--- config.mk ---
export PLATFORM = sky130hd
export DESIGN_NAME = wsts_front_flat
export DESIGN_NICKNAME = d
export VERILOG_FILES = /design/src/hdl/wsts_pkg.sv /design/src/hdl/wsts_in_if.sv /design/src/hdl/wsts_front.sv /design/src/flat_wrapper.sv
export SDC_FILE = /design/constraint.sdc
export NUM_CORES = 1
export LEC_CHECK = 0
export BUFFER_PORTS_ARGS = -buffer_cell sky130_fd_sc_hd__clkbuf_2
export CAP_MARGIN = 20
export CORE_AREA = 3 3 66 68
export DETAILED_ROUTE_END_ITERATION = 8
export DIE_AREA = 0 0 69 71
export PLACE_DENSITY = 0.81
export SYNTH_ARGS = -nofsm -noshare
export SYNTH_HDL_FRONTEND = slang
export SYNTH_SLANG_ARGS = --single-unit
--- constraint.sdc ---
create_clock -name vclk -period 3.7
set_input_delay 0.555 -clock vclk [all_inputs]
set_output_delay 0.555 -clock vclk [all_outputs]
set_load 0.01 [all_outputs]
--- src/hdl/wsts_pkg.sv ---
// Shared types and constants for the work stealing thread scheduler.
// No dependencies; the front end, queue, back end, core and bench use this package.
package wsts_pkg;

    localparam int CPUS_DEF        = 8;
    localparam int QUEUE_DEPTH_DEF = 16;
    localparam int THREADS_DEF     = 32;

    localparam logic [31:0] ID_MAX = 32'hFFFF_FFFF;

    // configuration register indexes (byte address = 4 * index)
    localparam logic [1:0] REG_CPU_COUNT = 2'd0;
    localparam logic [1:0] REG_ONLINE    = 2'd1;
    localparam logic [1:0] REG_WORKER    = 2'd2;

    typedef enum logic [1:0] {
        FN_SUBMIT    = 2'd0,
        FN_SUBMIT_LL = 2'd1,
        FN_RESCHED   = 2'd2,
        FN_EXIT      = 2'd3
    } t_func;

    typedef enum logic [1:0] {
        ERR_NONE = 2'd0,
        ERR_CPU  = 2'd1,
        ERR_SLOT = 2'd2,
        ERR_FULL = 2'd3
    } t_err;

    typedef enum logic [2:0] {
        ST_FREE     = 3'd0,
        ST_READY    = 3'd1,
        ST_RUNNING  = 3'd2,
        ST_EXITING  = 3'd3,
        ST_COMPLETE = 3'd4
    } t_slot_st;

    // classified command handed from the front end to the back end
    typedef struct packed {
        t_func       func;
        logic [2:0]  cpu;
        logic [63:0] value;
        logic        bad;     // cpu is zero or not below CPUS
        logic        online;
        logic        worker;
    } t_cmd;

    // configuration as seen by front and back end
    typedef struct packed {
        logic [3:0] cpu_count;
        logic [7:0] online;
        logic [7:0] worker;
        logic [7:0] rise;     // online bits going 0->1 at this write
    } t_cfg;

    typedef struct packed {
        logic        ok;
        t_err        err;
        logic [2:0]  chosen;
        logic [31:0] job;
        logic        idle;
        logic [4:0]  run_slot;
        logic [31:0] run_id;
        logic        stolen;
        logic [2:0]  victim;
        logic        retired;
        logic [31:0] retired_id;
        logic [63:0] retired_result;
    } t_res;

endpackage

--- src/hdl/wsts_in_if.sv ---
// Command channel of the scheduler: valid/ready plus the command fields.
// No dependencies.
interface wsts_in_if;
    logic        valid;
    logic        ready;
    logic [1:0]  func;
    logic [2:0]  cpu;
    logic [63:0] result_value;

    modport source (output valid, func, cpu, result_value, input ready);
    modport sink   (input valid, func, cpu, result_value, output ready);
endinterface

--- src/hdl/wsts_front.sv ---
// Front end: takes command beats and classifies the target CPU.
// Depends on wsts_pkg and wsts_in_if.
module wsts_front #(
    parameter int CPUS = wsts_pkg::CPUS_DEF
) (
    wsts_in_if.sink        i_cmd,
    input  wsts_pkg::t_cfg i_cfg,
    input  logic           i_q_full,
    output logic           o_push,
    output wsts_pkg::t_cmd o_cmd
);

    logic in_rng;
    logic onl;

    assign i_cmd.ready = !i_q_full;
    assign o_push      = i_cmd.valid && !i_q_full;

    always_comb begin
        in_rng = (i_cmd.cpu != 3'd0) && (int'(i_cmd.cpu) < CPUS);
        onl    = in_rng && i_cfg.online[i_cmd.cpu];
        o_cmd.func   = wsts_pkg::t_func'(i_cmd.func);
        o_cmd.cpu    = i_cmd.cpu;
        o_cmd.value  = i_cmd.result_value;
        o_cmd.bad    = !in_rng;
        o_cmd.online = onl;
        o_cmd.worker = onl && ({1'b0, i_cmd.cpu} < i_cfg.cpu_count)
                       && i_cfg.worker[i_cmd.cpu];
    end

endmodule

--- src/flat_wrapper.sv ---
// flat-port wrapper written by rule: the top's interface ports become plain ports
module wsts_front_flat 
#(
    parameter int CPUS = wsts_pkg::CPUS_DEF
)
  (i_cfg, i_q_full, o_push, o_cmd, i_cmd_valid, i_cmd_func, i_cmd_cpu, i_cmd_result_value, i_cmd_ready);
  wsts_in_if i_cmd_i ();
  input  wsts_pkg::t_cfg i_cfg;
  input  logic i_q_full;
  output logic o_push;
  output wsts_pkg::t_cmd o_cmd;
  input wire logic [$bits(i_cmd_i.valid)-1:0] i_cmd_valid;
  input wire logic [$bits(i_cmd_i.func)-1:0] i_cmd_func;
  input wire logic [$bits(i_cmd_i.cpu)-1:0] i_cmd_cpu;
  input wire logic [$bits(i_cmd_i.result_value)-1:0] i_cmd_result_value;
  output wire logic [$bits(i_cmd_i.ready)-1:0] i_cmd_ready;
  assign i_cmd_i.valid = i_cmd_valid;
  assign i_cmd_i.func = i_cmd_func;
  assign i_cmd_i.cpu = i_cmd_cpu;
  assign i_cmd_i.result_value = i_cmd_result_value;
  assign i_cmd_ready = i_cmd_i.ready;
  wsts_front #(.CPUS(CPUS)) u_core (.i_cmd(i_cmd_i), .i_cfg(i_cfg), .i_q_full(i_q_full), .o_push(o_push), .o_cmd(o_cmd));
endmodule
Word-level counts from Yosys, hierarchy flattened
Index checks and enable logic that the tools add are counted.
Widths: inputs -> output; s select.

word-level totals
  register bits = 0
  input port bits = 99
  output and inout bits = 74
  logic and storage cells = 13

cells by class
  magnitude comparators = 2
  mux-type cells = 4
  reductions and logical operators = 7

operator list
  cell                number
  $bmux 1 s3          2
  $logic_and 1x1->1   4
  $lt 3x4->1          1
  $lt 3x4->1 const B  1
  $reduce_bool 3->1   1
  $logic_not 1->1     2
  $mux 1              2

Depth between registers and ports, before layout
  depth after elaboration = 5
  gate-level depth with buffers = 5
  mapped depth without buffers = 5

Least setup slack after synthesis
OpenSTA, ideal clock, no wires.

  path kind = input to output
  start point = input port i_cmd_cpu[0]
  end point = output port o_cmd[0] (netlist name)
  arrival = 1.585 ns
  required time = 3.145 ns
  slack = 1.560 ns
  cell stages on the path = 4
  path buffers = 1
  cell sequence = buf_6 > mux4_1 > mux2_2 > o211a_1

RTL lines
  what             RTL line            RTL
  start, declared  flat_wrapper.sv:14  input wire logic [$bits(i_cmd_i.cpu)-1:0] i_cmd_cpu;
  end, declared    flat_wrapper.sv:11  output wsts_pkg::t_cmd o_cmd;

==> results.txt <==
The count of clock-net buffers in the final layout came out at 0. The register area share after synthesis is 0%. The number of instances resized during post-cts repair is 0.

The boundary pin count is 173. The cell area after synthesis came out at 741 um2. The die extent in x is 69 um. The number of vias after detailed routing came out at between 300 and 400. The worst slew margin relative to its limit is between 80% and 90%. In the final layout, the share of cells above drive strength 1 is 64.2%. The via count of the first global-routing pass is approximately 440.

The final clock period utilization by the worst path is 64.9%. The global routing usage summed across all routing layers is about 5.7%. The first-pass GRT wire length is 2260 um. Derived from the worst setup path, the maximum achievable clock frequency is 0.417 GHz.

The run finished with clean final reports. The first-iteration detailed-routing DRC count is 1. STA classifies the critical path endpoint as an output pin. The launch point of the worst hold path is i_cmd_result_value[11]. The placer's final routability congestion estimate came out at 0.622.

The count of buffers from port buffering came out at 32. The layout sequential cell count is 0. Hold repair after CTS inserted 0 buffers. The number of iterations in the first detailed-routing pass came out at 2. The tightest min-delay check is of the in -> out type. The core area came out at 3910 um2. The post-layout net count came out at 156. Of all nets on the critical path, the largest fanout is 8. The average detailed-routed wire length per instance came out at 14.6 um.

The chip height came out at 71 um. The die covers 4900 um2. The antenna violation net count after detailed routing came out at 0. Entering global routing, the biggest net connects 9 pins.

The average cell area after synthesis is 8.05 um2. The max-slew violation total from the final report is 0. The required time at the worst-slack endpoint is 3.14 ns. The worst hold slack across all endpoints came out at around 1.1 ns. The library cell used most frequently in the layout, excluding fill and tap cells, is clkbuf_2. The count of unique library cells instantiated by Yosys is 15. Grouping stages by cell kind, the critical path spends the most delay in multiplexers.

The count of buffers added by post-CTS timing repair for setup is 0. Leaving out fill and tap cells, the most frequent cells in the layout are clkbuf_2 (32), inv_1 (3), mux4_1 (3). The time the worst path needs with I/O delays and setup came out at 2.40 ns. The sum of routed wire length over all layers is 1500 um. At the pin with the least slew margin, the transition time is 0.202 ns.

The leakage power of the design is 0.242 nW. By instance count, the cell type seen most on the critical path is clkbuf_2. The initial antenna violation count is 0. The overall power after layout came out at 0.0408 mW. Setup repair after global routing left no endpoint under its margin. The worst vdd rail ir drop came out at 0.0161 mV. The footprint of the flip-flops and latches came out at 0 um2.

The total of endpoints with negative setup slack in the final report came out at 0. The final-layout fill cell count came out at 494. The power per cell area is 95.6 nW/um2. In this run the worst setup path begins at i_cmd_cpu[0].

The worst setup path is launched from a primary input. The gate count of the mapped netlist is 92. The worst setup path category is in -> out. After global routing the overflow that remains totals 0. Detailed placement ended at an HPWL of approximately 1300 um. The post-synthesis to final-layout area growth came out at -42.4%.

Row generation in the floorplan step produced 23 rows. The largest individual stage delay along the critical path comes from the cell mux4_1. 0 antenna diodes ended up in the layout. The delay of the slowest cell on the worst path is between 0.5 and 0.6 ns. The net count after synthesis is 193. The data arrival time of the critical path came out at around 1.8 ns. The final total negative setup slack came out at 0 ns. The total of warnings raised by yosys is 0. The critical path goes through clkbuf_2, mux4_1, mux2_2, o211a_1, clkbuf_2. The initial standard-cell utilization of the core is 18.9%. The detailed-route vias per instance came out at 3.63. The number of violations of the max-capacitance limit is 0.

The post-detailed-route DRC marker count came out at 0. The sum of buffers and inverters on the critical path is 2. The count of final hold-check violations was 0.
## Yosys cell counts, types with 2 or more instances
| cell | number | area (um2) |
|---|---|---|
| inv_1 | 3 | 11.3 |
| ha_1 | 2 | 25.0 |
| mux4_1 | 3 | 78.8 |
| nor2b_1 | 2 | 12.5 |
| nand2_1 | 2 | 7.51 |
| mux2_2 | 2 | 22.5 |
| buf_4 | 70 | 526 |
## worst paths after layout
check,to,slack [ns],cells after the start
min,o_cmd[14],1.11,0
max,o_cmd[0],1.30,5
## stage by stage
stage	cell area, um2	utilization, %	std cells	setup WS [ns]
final	427	10.9	103	1.30
after global routing	427	10.9	103	1.23
after CTS	427	10.9	103	1.27
after detailed placement	427	10.9	103	1.28
after global placement	427	10.9	103	1.29
after floorplan	741	-	92	1.56
## cell type report
class              instances  area, um2  area share, %
inverters                  3       11.3           2.64
repair buffers            32        160           37.5
well taps                 50       62.6           14.7
multi-input cells         18        193           45.2
## report_power, final
part | switching (mW) | internal, mW | total [mW]
Clock | 0 | 0 | 0
Combinational | 0.0171 | 0.0236 | 0.0408
Sequential | 0 | 0 | 0
## per-layer routing
metal  track usage, %  up-vias  part of all wire (%)
met1             4.86      144                    28
met5                0        -                     0
li1                 -      149                     -
met2             7.94       47                    36
met3             2.70       34                    19
met4             8.68        0                    17
## logic make-up after synthesis
logic type                 share of synthesized area [%]
AOI/OAI and AO/OA                                   4.22
adders and majority gates                           3.38
buffers and inverters                               74.0
muxes                                               13.7
and+or+nand+nor                                     4.73
Power figures use the tool's default switching activity.
