==> config.mk <==
export PLATFORM = sky130hd
export DESIGN_NAME = wsts_cmdq
export DESIGN_NICKNAME = d
export VERILOG_FILES = /design/src/hdl/wsts_pkg.sv /design/src/hdl/wsts_cmdq.sv
export SDC_FILE = /design/constraint.sdc
export NUM_CORES = 1
export LEC_CHECK = 0
export BUFFER_PORTS_ARGS = -buffer_cell sky130_fd_sc_hd__buf_2
export CAP_MARGIN = 20
export CELL_PAD_IN_SITES_DETAIL_PLACEMENT = 1
export CELL_PAD_IN_SITES_GLOBAL_PLACEMENT = 2
export CORE_ASPECT_RATIO = 0.8
export CORE_MARGIN = 3
export CORE_UTILIZATION = 42
export CTS_CLUSTER_DIAMETER = 30
export DETAILED_ROUTE_END_ITERATION = 6
export PLACE_DENSITY = 0.9
export SLEW_MARGIN = 20
export SYNTH_ARGS = -nofsm -noshare
export SYNTH_HDL_FRONTEND = slang
export SYNTH_SLANG_ARGS = --single-unit
==> constraint.sdc <==
create_clock -name i_clk -period 10.1 [get_ports i_clk]
set_input_delay 2.02 -clock i_clk [delete_from_list [all_inputs] [get_ports i_clk]]
set_output_delay 2.02 -clock i_clk [all_outputs]
set_load 0.02 [all_outputs]
==> src/hdl/wsts_pkg.sv <==
// Shared types and constants for the work stealing thread scheduler.
// No dependencies; the front end, queue, back end, core and bench use this package.
package wsts_pkg;

    localparam int CPUS_DEF        = 8;
    localparam int QUEUE_DEPTH_DEF = 16;
    localparam int THREADS_DEF     = 32;

    localparam logic [31:0] ID_MAX = 32'hFFFF_FFFF;

    // configuration register indexes (byte address = 4 * index)
    localparam logic [1:0] REG_CPU_COUNT = 2'd0;
    localparam logic [1:0] REG_ONLINE    = 2'd1;
    localparam logic [1:0] REG_WORKER    = 2'd2;

    typedef enum logic [1:0] {
        FN_SUBMIT    = 2'd0,
        FN_SUBMIT_LL = 2'd1,
        FN_RESCHED   = 2'd2,
        FN_EXIT      = 2'd3
    } t_func;

    typedef enum logic [1:0] {
        ERR_NONE = 2'd0,
        ERR_CPU  = 2'd1,
        ERR_SLOT = 2'd2,
        ERR_FULL = 2'd3
    } t_err;

    typedef enum logic [2:0] {
        ST_FREE     = 3'd0,
        ST_READY    = 3'd1,
        ST_RUNNING  = 3'd2,
        ST_EXITING  = 3'd3,
        ST_COMPLETE = 3'd4
    } t_slot_st;

    // classified command handed from the front end to the back end
    typedef struct packed {
        t_func       func;
        logic [2:0]  cpu;
        logic [63:0] value;
        logic        bad;     // cpu is zero or not below CPUS
        logic        online;
        logic        worker;
    } t_cmd;

    // configuration as seen by front and back end
    typedef struct packed {
        logic [3:0] cpu_count;
        logic [7:0] online;
        logic [7:0] worker;
        logic [7:0] rise;     // online bits going 0->1 at this write
    } t_cfg;

    typedef struct packed {
        logic        ok;
        t_err        err;
        logic [2:0]  chosen;
        logic [31:0] job;
        logic        idle;
        logic [4:0]  run_slot;
        logic [31:0] run_id;
        logic        stolen;
        logic [2:0]  victim;
        logic        retired;
        logic [31:0] retired_id;
        logic [63:0] retired_result;
    } t_res;

endpackage

==> src/hdl/wsts_cmdq.sv <==
// Two-entry command queue between front end and back end.
// Depends on wsts_pkg.
module wsts_cmdq (
    input  logic           i_clk,
    input  logic           i_rst_n,
    input  logic           i_push,
    input  wsts_pkg::t_cmd i_cmd,
    input  logic           i_pop,
    output logic           o_full,
    output logic           o_empty,
    output wsts_pkg::t_cmd o_cmd
);

    wsts_pkg::t_cmd r_mem [2];
    logic           r_wp;
    logic           r_rp;
    logic [1:0]     r_cnt;

    assign o_full  = r_cnt == 2'd2;
    assign o_empty = r_cnt == 2'd0;
    assign o_cmd   = r_mem[r_rp];

    always_ff @(posedge i_clk) begin
        if (!i_rst_n) begin
            r_wp  <= 1'b0;
            r_rp  <= 1'b0;
            r_cnt <= 2'd0;
        end else begin
            if (i_push) begin
                r_mem[r_wp] <= i_cmd;
                r_wp        <= !r_wp;
            end
            if (i_pop) begin
                r_rp <= !r_rp;
            end
            r_cnt <= r_cnt + 2'(i_push) - 2'(i_pop);
        end
    end

endmodule

Word level (Yosys, flattened, before mapping)
Memories as Yosys holds them, arrays and structs flattened. A register that Yosys moved wholly into a read port is not among the register bits.
Cells that the tools add are included.
Operators by class
  reduce and logical (&&, ||, !) cells: 3
  multiplexer cells: 5
  eq/ne operators: 1
  $add $sub $neg: 2
Operators by type and width (count)
  1-bit two-way mux: 5
  2-bit by 1-bit adder with 2-bit output: 1
  2-bit == test (second input constant): 1
  1-bit zero test: 2
  2-bit zero test: 1
  2-bit by 1-bit subtractor with 2-bit output: 1
Word-level totals
  memories: 1
  output and inout port bits: 74
  bits in writable memories: 144
  flip-flop bits (word level): 4
  logic and storage cells: 15
Memory list
  r_mem: words 2, width 72, read ports 1, clocked after Yosys merged registers in 1, write ports 1, line wsts_cmdq.sv:14  | wsts_pkg::t_cmd r_mem [2];

Logic depth before layout (Yosys ltp)
Gate-level depths: netlist (run 1).
  depth after elaboration: 3
  mapped depth: 6
  mapped depth without buffers: 6

Worst setup path after synthesis (run 1)
Ideal clock, no wire load.
  path type: input port to flip-flop
  start point: input port i_rst_n
  end point: memory r_mem[0][0] (netlist bit), enable pin
  setup slack: 4492 ps
  arrival time: 5104 ps
  cell stages on the path: 2
  path buffers: 0
  setup time: 505 ps
  path through: nand2_1 nor2_1
Between the ends
  cells in the longest elaborated chain, start to end: 2
RTL lines
  start, declared: line wsts_cmdq.sv:5  | input logic i_rst_n,
  1-bit two-way mux: line wsts_cmdq.sv:24  | if (!i_rst_n) begin
  1-bit two-way mux (not written as such): line wsts_cmdq.sv:30  | r_mem[r_wp] <= i_cmd;
  end, declared: line wsts_cmdq.sv:14
Every way passes these cells.

==> results of run 1 <==
==> power by group through the flow <==
stage | Combinational (W) | Sequential (W) | Clock (W)
after detailed placement | 0.000168 | 0.000736 | 0
final | 0.000166 | 0.000723 | 0.000573
after CTS | 0.000169 | 0.000724 | 0.000587
after floorplan | 0.000128 | 0.000727 | 0
after global placement | 0.000165 | 0.000734 | 0
after global routing | 0.000178 | 0.000726 | 0.000619
==> cells by family (layout without fill, tap and decap cells) <==
family	count (synthesis)	in the layout	share of synthesized area
xor+xnor	3	3	0.00693
flops	149	149	0.766
mux	72	72	0.186
buf+inv	10	183	0.0275
simple gates	10	10	0.00953
fa+ha+maj	2	2	0.00433
==> worst max-delay path, stage by stage, from the launching register on <==
cell	delay, ns
sky130_fd_sc_hd__dfxtp_4	0.72
sky130_fd_sc_hd__buf_4	0.71
sky130_fd_sc_hd__mux2_4	0.37
sky130_fd_sc_hd__buf_2	0.16
==> stage by stage <==
step / area (um2) / utilization / setup slack (ns) / cells / hold slack [ns]
floorplan: 5780 / - / 4.49 / 246 / 0.555
global placement: 6620 / 0.504 / 6.07 / 564 / 0.560
detailed placement: 6620 / 0.504 / 6.06 / 564 / 0.568
CTS: 7150 / 0.544 / 5.62 / 594 / 0.590
global route: 7150 / 0.544 / 5.54 / 594 / 0.621
finish: 7150 / 0.544 / 5.68 / 594 / 0.590
==> worst min-delay path by stage <==
stage	startpoint	to	slack, ns
floorplan	r_rp	flip-flop	0.55
global placement	r_rp	flip-flop	0.56
detailed placement	r_rp	flip-flop	0.57
CTS	r_rp	flip-flop	0.59
global route	r_rp	r_rp	0.62
finish	r_rp	flip-flop	0.59
==> cell type report <==
| class | count | area (um2) | area share |
|---|---|---|---|
| Sequential cell | 149 | 4430 | 0.619 |
| Tap cell | 175 | 219 | 0.0306 |
| Timing Repair Buffer | 151 | 761 | 0.106 |
| Inverter | 2 | 7.51 | 0.00105 |
| Clock inverter | 6 | 80.1 | 0.0112 |
| Multi-Input combinational cell | 87 | 1210 | 0.169 |
| Clock buffer | 24 | 452 | 0.0631 |
==> state kept, by name (all words and copies together), names as in the netlist, named ones only <==
name	cells
r_wp	1
r_cnt	2
r_mem	144
r_rp	1
==> layer usage <==
| layer | vias up | GRT usage | wire (um) |
|---|---|---|---|
| li1 | 1287 | - | - |
| met3 | 13 | 0.0513 | 747 |
| met5 | - | 0 | 0 |
| met1 | 1380 | 0.178 | 4690 |
| met2 | 105 | 0.235 | 5270 |
| met4 | 0 | 0.0479 | 88 |
==> layout by cell type (no fill, tap or decap), drive strengths merged <==
cell,Yosys,routed
buf,8,151
edfxtp,144,144
mux2,72,72
clkbuf,0,24
dfxtp,5,5
and2,4,4
clkinv,0,4
inv,2,2
xor2,2,2
nor2b,2,2
ha,2,2
bufinv,0,2
nor2,2,2
nand2,1,1
and3,1,1
xnor3,1,1
==> results.json, run 1 <==
{
  "fin_tns_setup_ns": 0,
  "worst-setup-path-type": "flip-flop to output pin",
  "detail_route.drc_violations": 0,
  "timing.rr.start": "r_wp",
  "synth_fp_nets": 324,
  "tritoncts.num_buffers": 17,
  "postCtsSetupRepairBufs": 0,
  "hold_path.class": "flip-flop to flip-flop",
  "rsz0062_at_grt": "no",
  "worstReg2RegEnd": "r_mem[0][41]",
  "clkSinkCount": 149,
  "yosys_most_used_dff": "sky130_fd_sc_hd__edfxtp_1",
  "synthTopCellsByArea": "sky130_fd_sc_hd__edfxtp_1 (75%), sky130_fd_sc_hd__mux2_4 (18%), sky130_fd_sc_hd__buf_12 (2.4%), sky130_fd_sc_hd__dfxtp_1 (1.7%), sky130_fd_sc_hd__and2_1 (0.43%)",
  "drive_gt1_frac": 0.594,
  "r2r_slack_ns": 8.10,
  "post_synth.cell_area_avg_um2": 23.5,
  "drt-vias-per-instance": 4.69,
  "drtIter0Drc": 132,
  "number_of_hold_violations_in_the_final_report": 0,
  "drv.max_cap_violation_count": 0,
  "layout_worst_path_cycle_share": 0.438,
  "critical_path_required_ns": 8.08,
  "die_w_um": 137,
  "final_nets": 486,
  "pwr-share-clk": 0.392,
  "share_of_flip_flops_with_an_asynchronous_set_or_reset": 0,
  "clock_latency_ns": 0.40,
  "synth-seq-area-share": 0.766,
  "synthDistinctLibCells": 15,
  "first_global_vias": 3112,
  "synth_edf_count": 144,
  "power_total_w": 0.00146,
  "post_cts_hold_buffer_count": 0,
  "clk_transition_reported_paths_ns": 0.05,
  "critical_path_peak_fanout": 41,
  "finalCriticalPeriod_ns": 4.42,
  "io_pins": 150,
  "p_leak_nw": 2.83,
  "start_util": 0.439,
  "route.antenna.remaining_nets": 0,
  "gr-usage-all-layers": 0.144,
  "netSwitchingFraction": 0.216,
  "power-per-cell-area_nw_per_um2": 204,
  "clock-root-buffer": "sky130_fd_sc_hd__clkbuf_16",
  "floorplan.die_area_um2": 15200,
  "firstDrtPassIters": 4,
  "synth_area_um2": 5780,
  "slew-limit-headroom": 0.318,
  "power.internal_w": 0.00115,
  "proportion_of_power_drawn_by_combinational_gates": 0.113,
  "antenna_cells_inserted": 0,
  "endpoints_failing_setup": 0,
  "area.growth.synth_to_final_pct": 23.8,
  "grt_first_pass_wirelength_mm": 16.4,
  "most_instantiated_library_cell_after_synthesis": "sky130_fd_sc_hd__edfxtp_1",
  "synth_commonest_cells": "sky130_fd_sc_hd__edfxtp_1 (144), sky130_fd_sc_hd__mux2_4 (70), sky130_fd_sc_hd__buf_12 (7)",
  "cts_max_path_buffers": 2,
  "post-synth-top-area-fraction": 0.749,
  "floorplan.core_area_um2": 13100,
  "postSynthRegisterBits": 149,
  "r2r.worst_path.cells": 2,
  "grt_antenna_before_repair": 0,
  "place_hpwl_mm": 7.31,
  "drt-wirelength-per-cell_um": 18.2,
  "holdPathStages": 2,
  "layout.filler_cells": 1225,
  "floorplan.die.height_um": 111,
  "placementRows": 37,
  "worstSetupEndpointType": "output pin",
  "routabilityCongestion": 0.663,
  "power_frac_seq": 0.495,
  "routed_wl_mm": 10.8,
  "endpoint": "o_cmd[7]",
  "worstMarginPinSlew_ns": 1.02,
  "sw_pwr_w": 0.000316,
  "cts_tree": "built",
  "grt_start_max_net_pins": 73,
  "slew_viol_final": 0,
  "fmax_mhz": 226,
  "cts_resized": 0,
  "global_route.overflow_total": 0,
  "outcome": "complete, no violations",
  "syn-instance-count": 246,
  "final.setup_skew_ns": 0.00820,
  "worst_setup_path_start_kind": "flip-flop",
  "ys.warnings.count": 0,
  "io_buffer_count": 149,
  "netlist.top_cell.by_area": "sky130_fd_sc_hd__edfxtp_1",
  "vdd_ir_drop_max_mv": 0.126,
  "detailroute.via_count": 2785,
  "cp.arrival_ns": 2.40,
  "number_of_levels_the_h_tree_was_split_into": 4
}
No activity file was read; power rests on OpenSTA's default activity.
==> inputs of run 2 (changes only) <==
- CORE_UTILIZATION: 42 -> 35
- PLACE_DENSITY: 0.9 -> 0.81
- clock period: 10.1 -> 3.65 ns (I/O delays scaled with it)
==> results.json, run 2 (synthesis results as in run 1) <==
{
  "cts_tree": "built",
  "outcome": "complete, no violations",
  "registers.top_by_ff_count": "r_mem",
  "critical_path_peak_fanout": 33,
  "hold_path.class": "input pin to flip-flop",
  "clock-root-buffer": "sky130_fd_sc_hd__clkbuf_16",
  "worstReg2RegEnd": "r_mem[1][52]",
  "holdPathStages": 1,
  "routabilityCongestion": 0.742,
  "worst-setup-path-type": "flip-flop to output pin",
  "finalCriticalPeriod_ns": 2.82,
  "global_route.overflow_total": 0,
  "detail_route.drc_violations": 0,
  "io_buffer_count": 149,
  "detailroute.via_count": 2805,
  "cts_resized": 0,
  "route.antenna.remaining_nets": 0,
  "routed_wl_mm": 11.4,
  "gr-usage-all-layers": 0.130,
  "timing.hold.worst_endpoint": "r_mem[1][69]",
  "fin_tns_setup_ns": 0,
  "antenna_cells_inserted": 0,
  "firstDrtPassIters": 4,
  "clock_latency_ns": 0.41,
  "final_nets": 489,
  "timing.rr.start": "r_wp",
  "worstMarginPinSlew_ns": 0.644,
  "p_leak_nw": 2.85,
  "largest_register_ffs": 144,
  "r2r.worst_path.cells": 2,
  "drt-wirelength-per-cell_um": 17.8,
  "drtIter0Drc": 114,
  "worst_setup_path_start_kind": "flip-flop",
  "critical_path_required_ns": 2.92,
  "floorplan.die.height_um": 121,
  "postPlaceCellArea_um2": 6700,
  "grt_antenna_before_repair": 0,
  "number_of_hold_violations_in_the_final_report": 0,
  "number_of_levels_the_h_tree_was_split_into": 4,
  "tritoncts.num_buffers": 17,
  "layout_commonest_cell": "sky130_fd_sc_hd__buf_2",
  "slew_viol_final": 0,
  "postCtsSetupRepairBufs": 0,
  "floorplan.core_area_um2": 16000,
  "layout_worst_path_cycle_share": 0.773,
  "place_hpwl_mm": 7.44,
  "placementRows": 41,
  "r2r_slack_ns": 2.03,
  "worstSetupEndpointType": "output pin",
  "start_util": 0.362,
  "io_pins": 150,
  "power-per-cell-area_nw_per_um2": 557,
  "drv.max_cap_violation_count": 0,
  "grt_start_max_net_pins": 73,
  "post_cts_hold_buffer_count": 0,
  "first_global_vias": 3163,
  "final.setup_skew_ns": 0.00394,
  "floorplan.die_area_um2": 18100,
  "endpoints_failing_setup": 0,
  "fin_area_um2": 7250,
  "hp-start": "i_cmd[69]",
  "cp.arrival_ns": 2.09,
  "clk_transition_reported_paths_ns": 0.06,
  "cts_max_path_buffers": 2,
  "fmax_mhz": 354,
  "area.growth.synth_to_final_pct": 25.4,
  "clkSinkCount": 149,
  "most_frequent_cells_in_the_layout": "sky130_fd_sc_hd__buf_2 (149), sky130_fd_sc_hd__edfxtp_1 (144), sky130_fd_sc_hd__mux2_4 (70)",
  "vdd_ir_drop_max_mv": 0.340,
  "slew-limit-headroom": 0.570,
  "die_w_um": 150,
  "grt_first_pass_wirelength_mm": 17.4,
  "top_regs": "r_mem: 144 flops, r_cnt: 2 flops",
  "rsz0062_at_grt": "no",
  "drt-vias-per-instance": 4.39,
  "drive_gt1_frac": 0.597
}
-- run 2: power by group --
group / internal [W] / switching [W]
registers: 0.00196 / 0.0000430
clock network: 0.000930 / 0.000638
logic: 0.000224 / 0.000245
-- run 2: area by class of cell --
class,count,area (um2)
multi-input cells,87,1210
clock inverters,10,82.6
well taps,215,269
inverters,2,7.51
flip-flops and latches,149,4430
clock buffers,22,444
repair buffers,154,808
fillers,1557,8710
-- run 2: per-stage QoR --
| step | power [W] | setup WS [ns] | hold WS, ns | util | std cells |
|---|---|---|---|---|---|
| after global placement | 0.00249 | 1.24 | 0.572 | 0.420 | 606 |
| after CTS | 0.00410 | 0.756 | 0.483 | 0.453 | 638 |
| after global routing | 0.00421 | 0.704 | 0.482 | 0.454 | 639 |
| final | 0.00404 | 0.828 | 0.507 | 0.454 | 639 |
| after detailed placement | 0.00251 | 1.22 | 0.577 | 0.420 | 606 |
| after floorplan | 0.00237 | 0.579 | 0.555 | - | 246 |
-- run 2: critical path: stages, from the launching register on --
cell	delay, ns
sky130_fd_sc_hd__dfxtp_4	0.77
sky130_fd_sc_hd__buf_4	0.41
sky130_fd_sc_hd__mux2_4	0.34
sky130_fd_sc_hd__buf_2	0.16
-- run 2: metal layers --
layer / GRT usage / vias up / share of wire
met1: 0.152 / 1392 / 0.41
met3: 0.0564 / 13 / 0.085
met4: 0.0446 / 0 / 0.012
met5: 0 / - / 0
met2: 0.215 / 100 / 0.49
li1: - / 1300 / -
-- run 2: worst max-delay path by stage --
stage / slack (ns) / from / depth (start not counted) / end
2_1_floorplan: 0.58 / i_rst_n / 2 / r_mem[0][0]
3_3_place_gp: 1.24 / flip-flop / 3 / o_cmd[27]
3_5_place_dp: 1.22 / flip-flop / 3 / o_cmd[54]
4_1_cts: 0.76 / flip-flop / 3 / o_cmd[54]
5_1_grt: 0.70 / flip-flop / 3 / o_cmd[58]
6_report: 0.83 / flip-flop / 3 / o_cmd[55]
